## src/hdl/lvp_ram.sv

```systemverilog
module lvp_ram #(
    parameter int WIDTH = 8,
    parameter int DEPTH = 64
) (
    input  logic                                 aclk,
    input  logic                                 we,
    input  logic [((DEPTH > 1) ? $clog2(DEPTH) : 1)-1:0] waddr,
    input  logic [WIDTH-1:0]                     wdata,
    input  logic                                 re,
    input  logic [((DEPTH > 1) ? $clog2(DEPTH) : 1)-1:0] raddr,
    output logic [WIDTH-1:0]                     rdata
);

    logic [WIDTH-1:0] mem [DEPTH];
    logic [WIDTH-1:0] rdata_reg;

    always_ff @(posedge aclk) begin
        if (we) begin
            mem[waddr] <= wdata;
        end
        if (re) begin
            rdata_reg <= mem[raddr];
        end
    end

    assign rdata = rdata_reg;

endmodule

```

## config.mk

```make
export PLATFORM = sky130hd
export DESIGN_NAME = lvp_ram
export DESIGN_NICKNAME = d
export VERILOG_FILES = /design/src/hdl/lvp_ram.sv
export SDC_FILE = /design/constraint.sdc
export NUM_CORES = 1
export LEC_CHECK = 0
export ABC_CLOCK_PERIOD_IN_PS = 3350
export BUFFER_PORTS_ARGS = -buffer_cell sky130_fd_sc_hd__clkbuf_2
export CAP_MARGIN = 30
export CORE_ASPECT_RATIO = 1.75
export CORE_MARGIN = 2
export CORE_UTILIZATION = 64
export CTS_CLUSTER_DIAMETER = 40
export DETAILED_ROUTE_END_ITERATION = 16
export PLACE_DENSITY = 0.77
export SLEW_MARGIN = 20
export SYNTH_ARGS = -nofsm -noshare
export SYNTH_HDL_FRONTEND = slang
export SYNTH_SLANG_ARGS = --single-unit
export TNS_END_PERCENT = 100
```

## constraint.sdc

```tcl
create_clock -name aclk -period 3.35 [get_ports aclk]
set_input_delay 0 -clock aclk [delete_from_list [all_inputs] [get_ports aclk]]
set_output_delay 0 -clock aclk [all_outputs]
set_load 0.05 [all_outputs]
```

* Yosys cells after proc, flatten, opt, wreduce, memory -nomap -nowiden
Memory sizes are Yosys's and may differ from the RTL's. A register that Yosys moved wholly into a read port is not among the register bits. Index checks and enable logic that the tools add are counted. Widths: inputs -> output; s select.
Word-level totals: register bits after elaboration 0, bits in writable memories 512, output and inout port bits 8, word-level logic and storage cells 3, memories 1
Memory list:
- mem | depth 64, width 8, read ports 1, clocked after memory_dff 1, wr ports 1, RTL line 14 | logic [WIDTH-1:0] mem [DEPTH];
Cells by class: multiplexer cells 2
Operators by type and width (count):
- $mux 1 | 2

* Longest topological paths before layout
depth after elaboration 2, gate-level depth with buffers 9

* Least setup slack after synthesis
No wires, ideal clock.
path kind reg-to-reg, start memory mem[29][4], end register rdata_reg[4] (netlist: rdata[4]), read port of mem, data pin, setup time 270 ps, arrival 1560 ps, required time 3080 ps, path slack 1520 ps, cell stages (with the launch flop) 6, cell sequence edfxtp_1 > mux4_2 > mux2_2 > o221a_2 > nor3_1 > o32ai_1
RTL lines:
- start, declared | RTL line 14
- end, declared | RTL line 15 | logic [WIDTH-1:0] rdata_reg;

==> impl_metrics.py <==
metrics = {
    "status": {
        "status": "finished clean",
    },
    "clock_tree": {
        "cts_resized": 0,
        "cts-root-buf": "clkbuf_16",
        "clk_path_buf_depth": 3,
        "cts.sinks": 520,
        "cts_made_buffers": 42,
        "cts_hold_buf": 2,
        "cts_setup_buffers": 0,
        "clkLatencyLatePin_ps": 560,
        "cts.clk_slew.worst_paths_ps": 70,
        "htreeDepth": 2,
        "cts_tree": "done",
    },
    "min_path": {
        "min_path_type": "in -> reg",
    },
    "die": {
        "core_area_um2": 31300,
        "start_util": 0.647,
        "rows": 86,
        "die_h_um": 239,
        "die-area_um2": 33100,
        "die_x_um": 138,
        "io_pins": 31,
    },
    "finish": {
        "nets": 1019,
        "finalNonFillerCells": 1425,
        "area_growth_pct": 9.63,
        "layout-drive-gt1-share": 0.250,
        "largest_reg_flops": 512,
    },
    "synthesis": {
        "synth_nets": 963,
        "syn_area_per_cell_um2": 21.5,
        "post-synth-top-area-cell": "edfxtp_1",
        "synth_edf_count": 520,
        "post_synth_instance_area_um2": 20200,
        "ys_top_cells_by_area": "edfxtp_1 (77%), mux4_2 (14%), nor2_1 (1.5%)",
        "synth_commonest_cells": "edfxtp_1 (520), mux4_2 (126), nor2_1 (83)",
        "yosysWarningCount": 0,
        "synth-main-ff-cell": "edfxtp_1",
        "async_reset_ff_frac": 0,
        "synth.distinct_cells": 39,
        "seq_area_frac_synth": 0.771,
        "synth_top_area_frac": 0.771,
        "synth_cells": 940,
        "synth.most_common_cell": "edfxtp_1",
        "ys_ff_latch": 520,
    },
    "setup_path": {
        "start_kind": "register",
        "cp.arrival_ps": 2640,
        "slowest_delay_ps": 770,
        "critPathCaptureType": "register",
        "critPathSlowestCell": "a221oi_1",
        "cp.required_ps": 3630,
        "path_class": "reg -> reg",
        "path_cells": "mux4_2, mux2_2, a221oi_1, o2bb2ai_1",
        "worstPathMaxFanout": 1,
    },
    "route": {
        "drt-pass1-iter-count": 6,
        "wl_per_cell_um": 31.4,
        "postRouteAntennaNets": 0,
        "drtIter0Drc": 1228,
        "wirelength_mm": 44.8,
        "drc_errors": 0,
        "via_count": 9730,
        "viasPerCell": 6.83,
    },
    "grt": {
        "antenna_found_initial": 2,
        "grt_pass1_wl_mm": 65.5,
        "grt_util_all_layers": 0.278,
        "grt_pass1_vias": 9991,
        "grt_overflow": 0,
        "grt_max_degree": 48,
    },
    "flow_run": {
        "max-cap-violations": 0,
    },
    "timing": {
        "clock-skew-final_ps": 18.7,
        "hold_violations": 0,
        "rsz0062_at_grt": "no",
        "final.min_clock_period_ps": 2360,
        "worst_pin_slew_ps": 953,
        "post-route-period-util": 0.704,
        "slew_violations": 0,
        "fmax_mhz": 424,
        "relSlewSlack": 0.362,
        "setup_violations": 0,
        "setup_tns_ps": 0,
    },
    "placed_design": {
        "place_congestion": 0.909,
        "place_inst": 1343,
        "io_buffers": 30,
        "dpl.hpwl_mm": 28.9,
    },
    "pwr": {
        "leakagePower_nw": 6.89,
        "cellPowerDensity_nw_per_um2": 570,
        "ir_worst_vdd_mv": 0.525,
    },
}
## kinds of logic after synthesis
family / synth area share
compound gates: 0.0206
buf+inv: 0.0156
mux: 0.159
simple gates: 0.0337
flops: 0.771
## layout by cell type (no fill, tap or decap), drive strengths merged, types with 7 or more instances in the layout
cell type / instances
edfxtp: 520
mux4: 126
clkbuf: 84
nor2: 83
buf: 32
mux2i: 23
nand2: 19
nor2b: 14
mux2: 13
nand3: 13
clkinv: 12
o221ai: 8
o22ai: 8
nand2b: 7
nor3: 7
## metal layers
metal | track usage | up-vias | routed length (µm)
met1 | 0.334 | 5095 | 15000
met2 | 0.505 | 492 | 24900
met3 | 0.0382 | 99 | 2900
met5 | 0 | - | 0
li1 | - | 4044 | -
met4 | 0.124 | 0 | 2010
## where the power goes
part,total [mW],leakage [nW],switching (mW),internal [mW]
sequential,7.23,4.69,0.0166,7.21
clock,4.71,0.624,2.17,2.54
combinational,0.700,1.58,0.445,0.255
total,12.6,6.89,2.63,10.0
## layout make-up
cell class,instances,area [µm²]
well taps,396,495
diodes,2,5.00
multi-input cells,369,4320
repair buffers,63,469
clock inverters,19,129
flip-flops and latches,520,15600
clock buffers,56,1170
fillers,1813,9120
## worst max-delay path, delay by kind of cell, from the launching register on
kind / cells / cell delay [ps]
DFF: 1 / 370
AOI/OAI and AO/OA: 2 / 930
muxes: 2 / 790
## stage by stage
stage,hold slack [ps],cell area (µm²),total power [mW],utilization,setup slack [ps]
2_1_floorplan,98.9,20200,7.78,-,1520
3_3_place_gp,451,20800,8.04,0.665,567
3_5_place_dp,446,20800,8.06,0.665,569
4_1_cts,42.8,22200,12.7,0.708,961
5_1_grt,66.0,22200,12.9,0.709,923
6_report,64.0,22200,12.6,0.709,992
## final timing paths
kind | slack [ps] | to | cells after the start | from
setup / recovery | 990 | rdata[1]$_DFFE_PP_ | 4 | mem[44][1]$_DFFE_PP_
hold / removal | 60 | mem[60][1]$_DFFE_PP_ | 1 | wdata[1]
setup reg to reg | 990 | rdata[1]$_DFFE_PP_ | 4 | mem[44][1]$_DFFE_PP_
hold reg to reg | 970 | rdata[4]$_DFFE_PP_ | 3 | mem[31][4]$_DFFE_PP_
(Power assumes the default switching activity.)
