$ cat config.mk
export PLATFORM = sky130hd
export DESIGN_NAME = lvp_tree
export DESIGN_NICKNAME = d
export VERILOG_FILES = /design/src/hdl/lvp_pkg.sv /design/src/hdl/lvp_tree.sv
export SDC_FILE = /design/constraint.sdc
export NUM_CORES = 1
export LEC_CHECK = 0
export BUFFER_PORTS_ARGS = -buffer_cell sky130_fd_sc_hd__buf_2
export CORE_MARGIN = 2
export CORE_UTILIZATION = 40
export DETAILED_ROUTE_END_ITERATION = 12
export SLEW_MARGIN = 20
export SYNTH_ARGS = -nofsm -noshare
export SYNTH_HDL_FRONTEND = slang
export SYNTH_SLANG_ARGS = --single-unit
$ cat constraint.sdc
create_clock -name aclk -period 14.6 [get_ports aclk]
set_clock_uncertainty 0.1 [all_clocks]
set_input_delay 1.46 -clock aclk [delete_from_list [all_inputs] [get_ports aclk]]
set_output_delay 1.46 -clock aclk [all_outputs]
set_load 0.005 [all_outputs]
$ cat src/hdl/lvp_pkg.sv
package lvp_pkg;

    localparam int SETS_DEF      = 64;
    localparam int WAYS_DEF      = 8;
    localparam int TIME_BITS_DEF = 32;

    localparam int SET_IN_W  = 6;
    localparam int WAY_IN_W  = 3;
    localparam int PCT_W     = 7;
    localparam int NOW_W     = 32;
    localparam int S_TDATA_W = 56;
    localparam int M_TDATA_W = 8;

    typedef enum logic {
        CMD_UPDATE = 1'b0,
        CMD_VICTIM = 1'b1
    } lvp_cmd_t;

    typedef enum logic [1:0] {
        ST_CLEAR,
        ST_IDLE,
        ST_LOOK
    } lvp_state_t;

    typedef struct packed {
        logic valid;
        logic use_instr;
    } lvp_tree_ctl_t;

endpackage

$ cat src/hdl/lvp_tree.sv
module lvp_tree #(
    parameter int WAYS      = lvp_pkg::WAYS_DEF,
    parameter int TIME_BITS = lvp_pkg::TIME_BITS_DEF
) (
    input  logic                          aclk,
    input  logic                          aresetn,
    input  lvp_pkg::lvp_tree_ctl_t        in_ctl,
    input  logic [WAYS*(TIME_BITS+1)-1:0] in_row,
    output logic                          tree_ready,
    output logic                          m_valid,
    input  logic                          m_ready,
    output logic [lvp_pkg::WAY_IN_W-1:0]  victim_way
);

    localparam int WAY_W   = $clog2(WAYS);
    localparam int LEVELS  = WAY_W;
    localparam int LEAVES  = 1 << LEVELS;
    localparam int ENTRY_W = TIME_BITS + 1;

    typedef struct packed {
        logic [TIME_BITS-1:0] old_stamp;
        logic [WAY_W-1:0]     old_way;
        logic                 ins_ok;
        logic [TIME_BITS-1:0] ins_stamp;
        logic [WAY_W-1:0]     ins_way;
    } node_t;

    // lo covers the lower ways: oldest keeps the lower way on ties,
    // newest instruction line takes the higher way on ties
    function automatic node_t merge(input node_t lo, input node_t hi);
        node_t r;
        r = lo;
        if (hi.old_stamp < lo.old_stamp) begin
            r.old_stamp = hi.old_stamp;
            r.old_way   = hi.old_way;
        end
        if (hi.ins_ok && (!lo.ins_ok || (lo.ins_stamp <= hi.ins_stamp))) begin
            r.ins_ok    = 1'b1;
            r.ins_stamp = hi.ins_stamp;
            r.ins_way   = hi.ins_way;
        end
        return r;
    endfunction

    node_t                  node     [1:2*LEAVES-1];
    node_t                  node_reg [1:LEAVES-1];
    lvp_pkg::lvp_tree_ctl_t ctl_reg  [LEVELS];
    logic                   m_valid_reg;
    logic [lvp_pkg::WAY_IN_W-1:0] victim_reg;
    logic                   adv;
    logic [WAY_W-1:0]       sel_way;

    assign adv = !m_valid_reg || m_ready;

    // leaves straight from the row, padding never wins
    for (genvar j = 0; j < LEAVES; j++) begin : g_leaf
        if (j < WAYS) begin : g_real
            assign node[LEAVES+j] = '{
                old_stamp: in_row[j*ENTRY_W +: TIME_BITS],
                old_way:   WAY_W'(j),
                ins_ok:    in_row[j*ENTRY_W + TIME_BITS],
                ins_stamp: in_row[j*ENTRY_W +: TIME_BITS],
                ins_way:   WAY_W'(j)
            };
        end else begin : g_pad
            assign node[LEAVES+j] = '{
                old_stamp: '1,
                old_way:   WAY_W'(j),
                ins_ok:    1'b0,
                ins_stamp: '0,
                ins_way:   WAY_W'(j)
            };
        end
    end

    // one tree level per stage
    for (genvar i = 1; i < LEAVES; i++) begin : g_node
        always_ff @(posedge aclk) begin
            if (adv) begin
                node_reg[i] <= merge(node[2*i], node[2*i+1]);
            end
        end
        assign node[i] = node_reg[i];
    end

    always_ff @(posedge aclk) begin
        if (!aresetn) begin
            for (int d = 0; d < LEVELS; d++) begin
                ctl_reg[d] <= '0;
            end
        end else if (adv) begin
            for (int d = 0; d < LEVELS - 1; d++) begin
                ctl_reg[d] <= ctl_reg[d+1];
            end
            ctl_reg[LEVELS-1] <= in_ctl;
        end
    end

    assign sel_way = (ctl_reg[0].use_instr && node[1].ins_ok) ? node[1].ins_way
                                                               : node[1].old_way;

    always_ff @(posedge aclk) begin
        if (!aresetn) begin
            m_valid_reg <= 1'b0;
        end else if (adv) begin
            m_valid_reg <= ctl_reg[0].valid;
        end
    end

    always_ff @(posedge aclk) begin
        if (adv) begin
            victim_reg <= lvp_pkg::WAY_IN_W'(sel_way);
        end
    end

    assign tree_ready = adv;
    assign m_valid    = m_valid_reg;
    assign victim_way = victim_reg;

    a_victim_in_range: assert property (@(posedge aclk) disable iff (!aresetn)
        m_valid_reg |-> (32'(victim_reg) < WAYS || WAYS > 8))
        else $error("victim way beyond the ways of a set");

    a_stall_holds_front: assert property (@(posedge aclk) disable iff (!aresetn)
        !adv |=> $stable(ctl_reg[LEVELS-1]))
        else $error("tree input stage moved while the result was stalled");

    a_stall_holds_root: assert property (@(posedge aclk) disable iff (!aresetn)
        !adv |=> $stable(ctl_reg[0]))
        else $error("tree root stage moved while the result was stalled");

endmodule

* Word-level counts from Yosys, hierarchy flattened
Memories as Yosys holds them, arrays and structs flattened.
Index checks and enable logic that the tools add are counted.
** Storage, ports and cells
- Flip-flop bits (word level) :: 4
- Latch bits :: 0
- Memory bits (writable) :: 503
- ROM bits :: 0
- Input port bits :: 269
- Logic and storage cells :: 82
- Memories :: 2
** Cells by class
- Add/subtract/negate cells :: 0
- Multiply operators :: 0
- Div/mod/pow operators :: 0
- Magnitude comparators :: 14
- Equal/unequal tests :: 0
- Shift operators :: 0
- Multiplexer cells :: 37
- Bitwise logic cells :: 3
- Reduce and logical (&&, ||, !) cells :: 24
** Memory list
- node_reg :: depth 7, bits a word 71, read ports 7, clocked after memory_dff 0, wr ports 7, line lvp_tree.sv:46 : node_t node_reg [1:LEAVES-1];
- ctl_reg :: depth 3, bits a word 2, read ports 3, clocked after memory_dff 0, wr ports 3, line lvp_tree.sv:47 : lvp_pkg::lvp_tree_ctl_t ctl_reg [LEVELS];
** Operator list (number)
- 36-bit 2-to-1 mux :: 14
- 35-bit 2-to-1 mux :: 14
- 32-bit less-or-equal comparator :: 7
- 32-bit less-than comparator :: 7
- 1-bit logical AND :: 8
- 1-bit logical NOT :: 8
- 1-bit logical OR :: 8
- 2-bit 2-to-1 mux :: 3
- 1-bit 2-to-1 mux :: 5
- 3-bit 2-to-1 mux :: 1
- 1-bit OR :: 3

* Longest topological paths before layout
Gate-level depths: netlist of run 1.
- Depth after elaboration :: 6
- Mapped depth :: 10

* Worst setup path after synthesis of run 1
OpenSTA, ideal clock, no wires.
- Path type :: input-to-output
- From :: in m_ready
- To :: out tree_ready
- Arrival time :: 9634 ps
- Path slack :: 3406 ps
- Stages on the path :: 2
- Path buffers :: 0
- Path through :: nor2b_1 -> inv_1
** On the way
- Longest elaborated chain between the ends :: 1
** RTL lines
- start, declared :: line lvp_tree.sv:11 : input logic m_ready,
- 1-bit logical OR :: line lvp_tree.sv:53 : assign adv = !m_valid_reg || m_ready;
- end, declared :: line lvp_tree.sv:9 : output logic tree_ready,
No other way between the ends.

==> summary.md, run 1 <==
| Metric | Value |
|---|---|
| Placed insts | `3,511` |
| Max IR drop VDD | `69.5 µV` |
| Fillers | `6,071` |
| Core area | `0.0672 mm²` |
| Switching part of the total | `29.9%` |
| Final cell count without fillers | `3,595` |
| Post-Syn Instances | `2,431` |
| GRT Total Usage | `21.0%` |
| Synth cell types | `54` |
| WP data arrival | `4.91 ns` |
| Internal cell power | `2700 µW` |
| Synthesized area | `0.0272 mm²` |
| Critical-path cell list | `buf_2 > inv_1 > ha_1 > nand4_1 > nor4_1 > a21boi_0 > a221oi_4 > buf_4 > mux2_2` |
| CTS Buffer Depth | `3` |
| TritonCTS clock tree | `built` |
| Fin nets | `3,276` |
| Worst slew margin | `26.5%` |
| Number of synthesized flops with an enable pin | `422` |
| Number of global-route vias before repair | `20,700` |
| Depth of the CTS H-tree | `2` |
| Setup TNS | `0 ns` |
| Gr ovfl total | `0` |
| Rows | `95` |
| Fin. Hold Viols | `0` |
| Max FFs per register | `413` |
| RR Startpoint | `node_reg[0][383]` |
| Post-Route WL | `74,100 µm` |
| Worst slew pin tran | `1.10 ns` |
| Final setup fails | `0` |
| Post-synth top cells | `edfxtp_1, inv_1, ha_1` |
| Syn nets | `3,017` |
| Hold Startpoint | `ctl_reg[0][1]` |
| Max-slew violation count | `0` |
| Pin count of the biggest net entering global routing | `122` |
| Area grow syn2layout | `14.8%` |
| Maxcap violations | `0` |
| CP bufs+invs | `3` |
| Final hold slack | `0.366 ns` |
| CP top delay family | `compound AO/OA/AOI/OAI gates` |
| Vias per cell | `5.57` |
| Hold WC Path Type | `flop to flop` |
| CTS clk-pin slew, worst paths | `0.06 ns` |
| Height of the chip | `265 µm` |
| Clock power share | `30.9%` |
| RSZ-0062 raised after global routing | `no` |
| Area occupied by multi-input gates | `0.0130 mm²` |
| RR Endpoint | `node_reg[0][173]` |
| CTS root buffer | `clkbuf_16` |
| Min cycle time layout | `4.68 ns` |
| Synth Flop Type | `edfxtp_1` |
| Ys Warns | `0` |
| Die ar. | `0.0700 mm²` |
| Max frequency | `214 MHz` |
| CP Capture Type | `flop` |
| I/O pin count | `274` |
| PwrDens | `124 mW/mm²` |
| CP max stage cell | `a221oi_4` |
| Place WS | `9.28 ns` |
| WHS Endpoint | `m_valid` |
| Critical Path Source Type | `input pin` |
| Worst setup margin | `9.92 ns` |
| Port Buffers | `273` |
| HPWL after detailed placement | `57,200 µm` |
| Seq/Total Area, Yosys | `46.7%` |
| Ranking of synthesized cells by area | `edfxtp_1, ha_1, mux2_2` |
| Chip Width | `265 µm` |
| Final ANT Viol Nets | `0` |
| Post-CTS Setup Bufs | `0` |
| Antenna violations before repair | `0` |
| DR pass1 iterations | `6` |
| Routed via count | `20,000` |
| Sequential cell area | `0.0127 mm²` |
| P_sw | `1150 µW` |
| Clock sink count | `423` |
| Crit path required time | `14.83 ns` |
| Syn Area/Cell | `11.2 µm²` |
| Iter 0 DRT Violations | `1,299` |
| Sequential power share | `44.3%` |
| Leading area contributor after synthesis | `edfxtp_1` |
| Post-synth top area share | `46.7%` |
| Final cycle utilization of the critical path | `32.1%` |
| Ratio of cells with drive above 1 in the final layout | `25.4%` |
| Classification of the worst setup path | `input pin to flop` |
| CP peak stage delay | `0.81 ns` |
| Leakage | `0.0135 µW` |
| Worst R2R Path Depth | `8` |
| Hold Buf Count CTS | `0` |
| Maximum fanout along the worst path | `21` |
| Diode count | `0` |
| Logic pwr share | `24.7%` |
| Worst-skew pair later-pin latency | `0.59 ns` |
| Hold path depth | `1` |
| Routed WL per cell | `20.6 µm` |
| First-pass GRT wire length | `113,000 µm` |
| DRC Markers | `0` |
| Starting Density | `40.4%` |
| CTS Buf Count | `49` |
| Post_cts resized | `0` |
| Placer Congestion | `0.887` |
| Leading cell type by number of instances after synthesis | `edfxtp_1` |
| Post-synth ARST share | `0%` |
| FF+latch count, synth | `423` |
| Run status | `finished clean` |
| Flop-to-flop setup slack | `10.55 ns` |
power by group through the flow:
stage / Clock, µW / Combinational, µW / Sequential (µW)
2_1_floorplan: 0 / 642 / 1680
3_3_place_gp: 0 / 904 / 1730
3_5_place_dp: 0 / 946 / 1740
4_1_cts: 1220 / 954 / 1710
5_1_grt: 1260 / 1080 / 1730
6_report: 1190 / 953 / 1710
cell usage in the layout, fill, tap and decap left out, drive strengths merged, types with 8 or more instances in the layout:
| cell type | instances |
|---|---|
| edfxtp | 422 |
| inv | 337 |
| ha | 317 |
| buf | 301 |
| mux2 | 296 |
| nand2 | 247 |
| o211ai | 179 |
| a21oi | 165 |
| nand4 | 61 |
| nor2 | 59 |
| clkbuf | 59 |
| o21ai | 45 |
| o311ai | 34 |
| a21o | 21 |
| clkinv | 17 |
| nand3 | 14 |
| nor3 | 13 |
| nor4 | 13 |
| nor2b | 12 |
| o21a | 12 |
| a211oi | 8 |
| and3 | 8 |
cell type report:
type | instances | area share (%)
clock buffers | 59 | 4.05
clock inverters | 24 | 0.815
inverters | 338 | 4.09
multi-input cells | 1577 | 41.6
flip-flops and latches | 423 | 40.7
well taps | 873 | 3.50
repair buffers | 301 | 5.21
through the flow:
| stage | cell area, µm² | utilization [%] | total power [µW] |
|---|---|---|---|
| final | 31200 | 46.4 | 3850 |
| after global routing | 31200 | 46.4 | 4070 |
| after CTS | 31100 | 46.4 | 3890 |
| after detailed placement | 29600 | 44.1 | 2680 |
| after global placement | 29600 | 44.1 | 2640 |
| after floorplan | 27200 | - | 2320 |
how the worst max path moves through the flow:
| stage | start | depth (start not counted) | slack (ns) | endpoint |
|---|---|---|---|---|
| 3_5_place_dp | in_row[179] | 10 | 9.28 | node_reg[0][453] |
| 3_3_place_gp | in_row[179] | 10 | 9.40 | node_reg[0][460] |
| 4_1_cts | in_row[179] | 10 | 9.92 | node_reg[0][448] |
| 5_1_grt | in_row[192] | 9 | 9.69 | node_reg[0][448] |
| 2_1_floorplan | m_ready | 2 | 3.41 | tree_ready |
| 6_report | in_row[192] | 9 | 9.92 | node_reg[0][448] |
per-layer routing:
| metal | track usage (%) | up-vias | share of wire [%] |
|---|---|---|---|
| met2 | 39.7 | 519 | 54 |
| li1 | - | 9591 | - |
| met5 | 0 | - | 0 |
| met3 | 2.42 | 170 | 3.8 |
| met1 | 23.3 | 9733 | 38 |
| met4 | 9.97 | 0 | 4.7 |
kinds of logic after synthesis:
logic type | share of synthesized area, %
compound gates | 12.7
fa+ha+maj | 14.6
buf+inv | 6.12
flops | 46.7
mux | 12.3
simple gates | 7.50
Power figures use the tool's default switching activity.
==> run 2, diff against run 1 <==
clock period = 4.2 ns   (was 14.6 ns; I/O delays follow)
==> run 2 against run 1 <==
  * Core utilization grew 0.40 points
  * Die area is the same
  * Highest routed layer unchanged
  * Via count down 1.0%
  * Worst setup slack worse by 9.1 ns
  * Clock-buffer cell count increased by 4
  * First-iteration DRC count up 0.62%
  * Critical endpoint is now node_reg[0][224]
==> summary.md, run 2 (synthesis gave the netlist of run 1 again) <==
| Metric | Value |
|---|---|
| Area grow syn2layout | `15.8%` |
| Port Buffers | `273 (unchanged)` |
| Sequential cell area | `0.0127 mm² (unchanged)` |
| Final hold slack | `0.0339 ns (-0.332 ns)` |
| CTS Buf Count | `50 (+2.0%)` |
| Placed insts | `3,520 (+0.26%)` |
| CP peak stage delay | `0.70 ns (-0.11 ns)` |
| CP Capture Type | `flop` |
| Chip Width | `265 µm (unchanged)` |
| CTS Buffer Depth | `3 (unchanged)` |
| Maxcap violations | `0 (unchanged)` |
| DR pass1 iterations | `7 (+1)` |
| RR Startpoint | `node_reg[0][443]` |
| Core area | `0.0672 mm² (unchanged)` |
| Crit path required time | `4.39 ns (-10.44 ns)` |
| Maximum fanout along the worst path | `67 (+220%)` |
| Max FFs per register | `413 (unchanged)` |
| Post-Route WL | `72,300 µm (-2.5%)` |
| Fin. Hold Viols | `0 (unchanged)` |
| Ratio of cells with drive above 1 in the final layout | `25.7% (+0.32 points)` |
| GRT Total Usage | `20.3% (-0.67 points)` |
| Worst slew margin | `29.3% (+2.8 points)` |
| Post-CTS Setup Bufs | `0 (unchanged)` |
| Height of the chip | `265 µm (unchanged)` |
| Most frequent cells in the layout | `edfxtp_1, inv_1, ha_1` |
| Hold WC Path Type | `input pin to flop` |
| Max frequency | `298 MHz` |
| Flop-to-flop setup slack | `0.84 ns (-9.71 ns)` |
| Worst R2R Path Depth | `8 (unchanged)` |
| Leakage | `0.0136 µW (+1.1%)` |
| Area occupied by multi-input gates | `0.0130 mm² (about the same)` |
| Final setup fails | `0 (unchanged)` |
| HPWL after detailed placement | `56,100 µm (-1.9%)` |
| Gr ovfl total | `0 (unchanged)` |
| Number of global-route vias before repair | `20,300 (-1.7%)` |
| Min cycle time layout | `3.36 ns` |
| Antenna violations before repair | `0 (unchanged)` |
| Vias per cell | `5.48 (-1.5%)` |
| CP max stage cell | `nor4_1` |
| Starting Density | `40.4% (unchanged)` |
| Diode count | `0 (unchanged)` |
| Rows | `95 (unchanged)` |
| Fillers | `6,108 (+0.61%)` |
| TritonCTS clock tree | `built` |
| Crit path capture | `node_reg[0][224]` |
| CP top delay family | `compound AO/OA/AOI/OAI gates` |
| RSZ-0062 raised after global routing | `no` |
| Routed via count | `19,800 (-1.0%)` |
| Most common cell after layout, fill and taps aside | `edfxtp_1` |
| Worst slew pin tran | `1.06 ns (-0.0413 ns)` |
| Routed WL per cell | `20.0 µm (-2.9%)` |
| CTS root buffer | `clkbuf_16` |
| Depth of the CTS H-tree | `2 (unchanged)` |
| CP bufs+invs | `1 (-2)` |
| CTS clk-pin slew, worst paths | `0.06 ns (about the same)` |
| Die ar. | `0.0700 mm² (unchanged)` |
| Pin count of the biggest net entering global routing | `136 (+11%)` |
| Final ANT Viol Nets | `0 (unchanged)` |
| WP depth | `8 (-1)` |
| Run status | `finished clean` |
| Classification of the worst setup path | `flop to flop` |
| WP data arrival | `3.54 ns (-1.37 ns)` |
| DRC Markers | `0 (unchanged)` |
| Max IR drop VDD | `265 µV (+280%)` |
| Max-slew violation count | `0 (unchanged)` |
| Placer Congestion | `0.879 (-0.86%)` |
| Clock sink count | `423 (unchanged)` |
| Critical Path Source Type | `flop` |
| Final cycle utilization of the critical path | `79.9%` |
| First-pass GRT wire length | `110,000 µm (-2.5%)` |
| I/O pin count | `274 (unchanged)` |
| Final cell count without fillers | `3,612 (+0.47%)` |
| RR Endpoint | `node_reg[0][224]` |
| Iter 0 DRT Violations | `1,307 (+0.62%)` |
| Fin nets | `3,286 (+0.31%)` |
| Setup TNS | `0 ns (unchanged)` |
| PwrDens | `434 mW/mm² (+250%)` |
| CP Launch Point | `node_reg[0][443]` |
| Critical-path cell list | `ha_1 > nand4_1 > nor4_1 > o21ai_0 > a31oi_4 > buf_12 > o211ai_1 > o311ai_0` |
| Worst-skew pair later-pin latency | `0.60 ns (about the same)` |
[run 2: final cells by class]
| cell class | count | area share, % |
|---|---|---|
| tap | 873 | 3.47 |
| clock inverter | 28 | 0.943 |
| timing repair buffer | 310 | 5.55 |
| multi-input combinational | 1577 | 41.3 |
| inverter | 338 | 4.05 |
| sequential | 423 | 40.4 |
| clock buffer | 63 | 4.34 |
[run 2: per-layer routing]
layer | vias up | wire length [µm] | global-route usage (%)
li1 | 9608 | - | -
met1 | 9647 | 27900 | 22.3
met2 | 400 | 39100 | 39.0
met3 | 151 | 2260 | 2.62
met4 | 0 | 2990 | 8.66
met5 | - | 0 | 0
[run 2: repair_timing]
item | 4_1_cts | 5_1_grt
hold buffers | 1 | 0
gates resized for setup | 0 | 0
endpoints found under the hold margin | 1 | 0
[run 2: per-stage QoR]
step	total power [µW]	util, %	cell area, µm²	setup slack, ns
3_5_place_dp	9330	44.3	29800	0.209
4_1_cts	13800	46.8	31400	0.846
2_1_floorplan	8060	-	27200	-3.14
5_1_grt	14400	46.8	31400	0.655
3_3_place_gp	9160	44.3	29800	0.316
6_report	13600	46.8	31400	0.844
[run 2: worst min-delay path, delay by kind of cell]
family                 cells  cell delay (ns)
buffers and inverters      2             0.13
and+or+nand+nor            1             0.07
[run 2: worst min path at each step]
stage	end	from	cells past startpoint	slack, ns
2_1_floorplan	m_valid	ctl_reg[0][1]	1	0.33
3_5_place_dp	m_valid	ctl_reg[0][1]	1	0.38
5_1_grt	node_reg[0][442]	in_row[178]	2	0.03
6_report	node_reg[0][532]	in_row[263]	3	0.03
3_3_place_gp	m_valid	ctl_reg[0][1]	1	0.34
4_1_cts	node_reg[0][532]	in_row[263]	3	0.01
[run 2: power breakdown]
| group | internal (µW) | switching [µW] |
|---|---|---|
| registers | 5530 | 379 |
| logic | 1440 | 1880 |
| clock network | 2660 | 1740 |
| total | 9630 | 4010 |
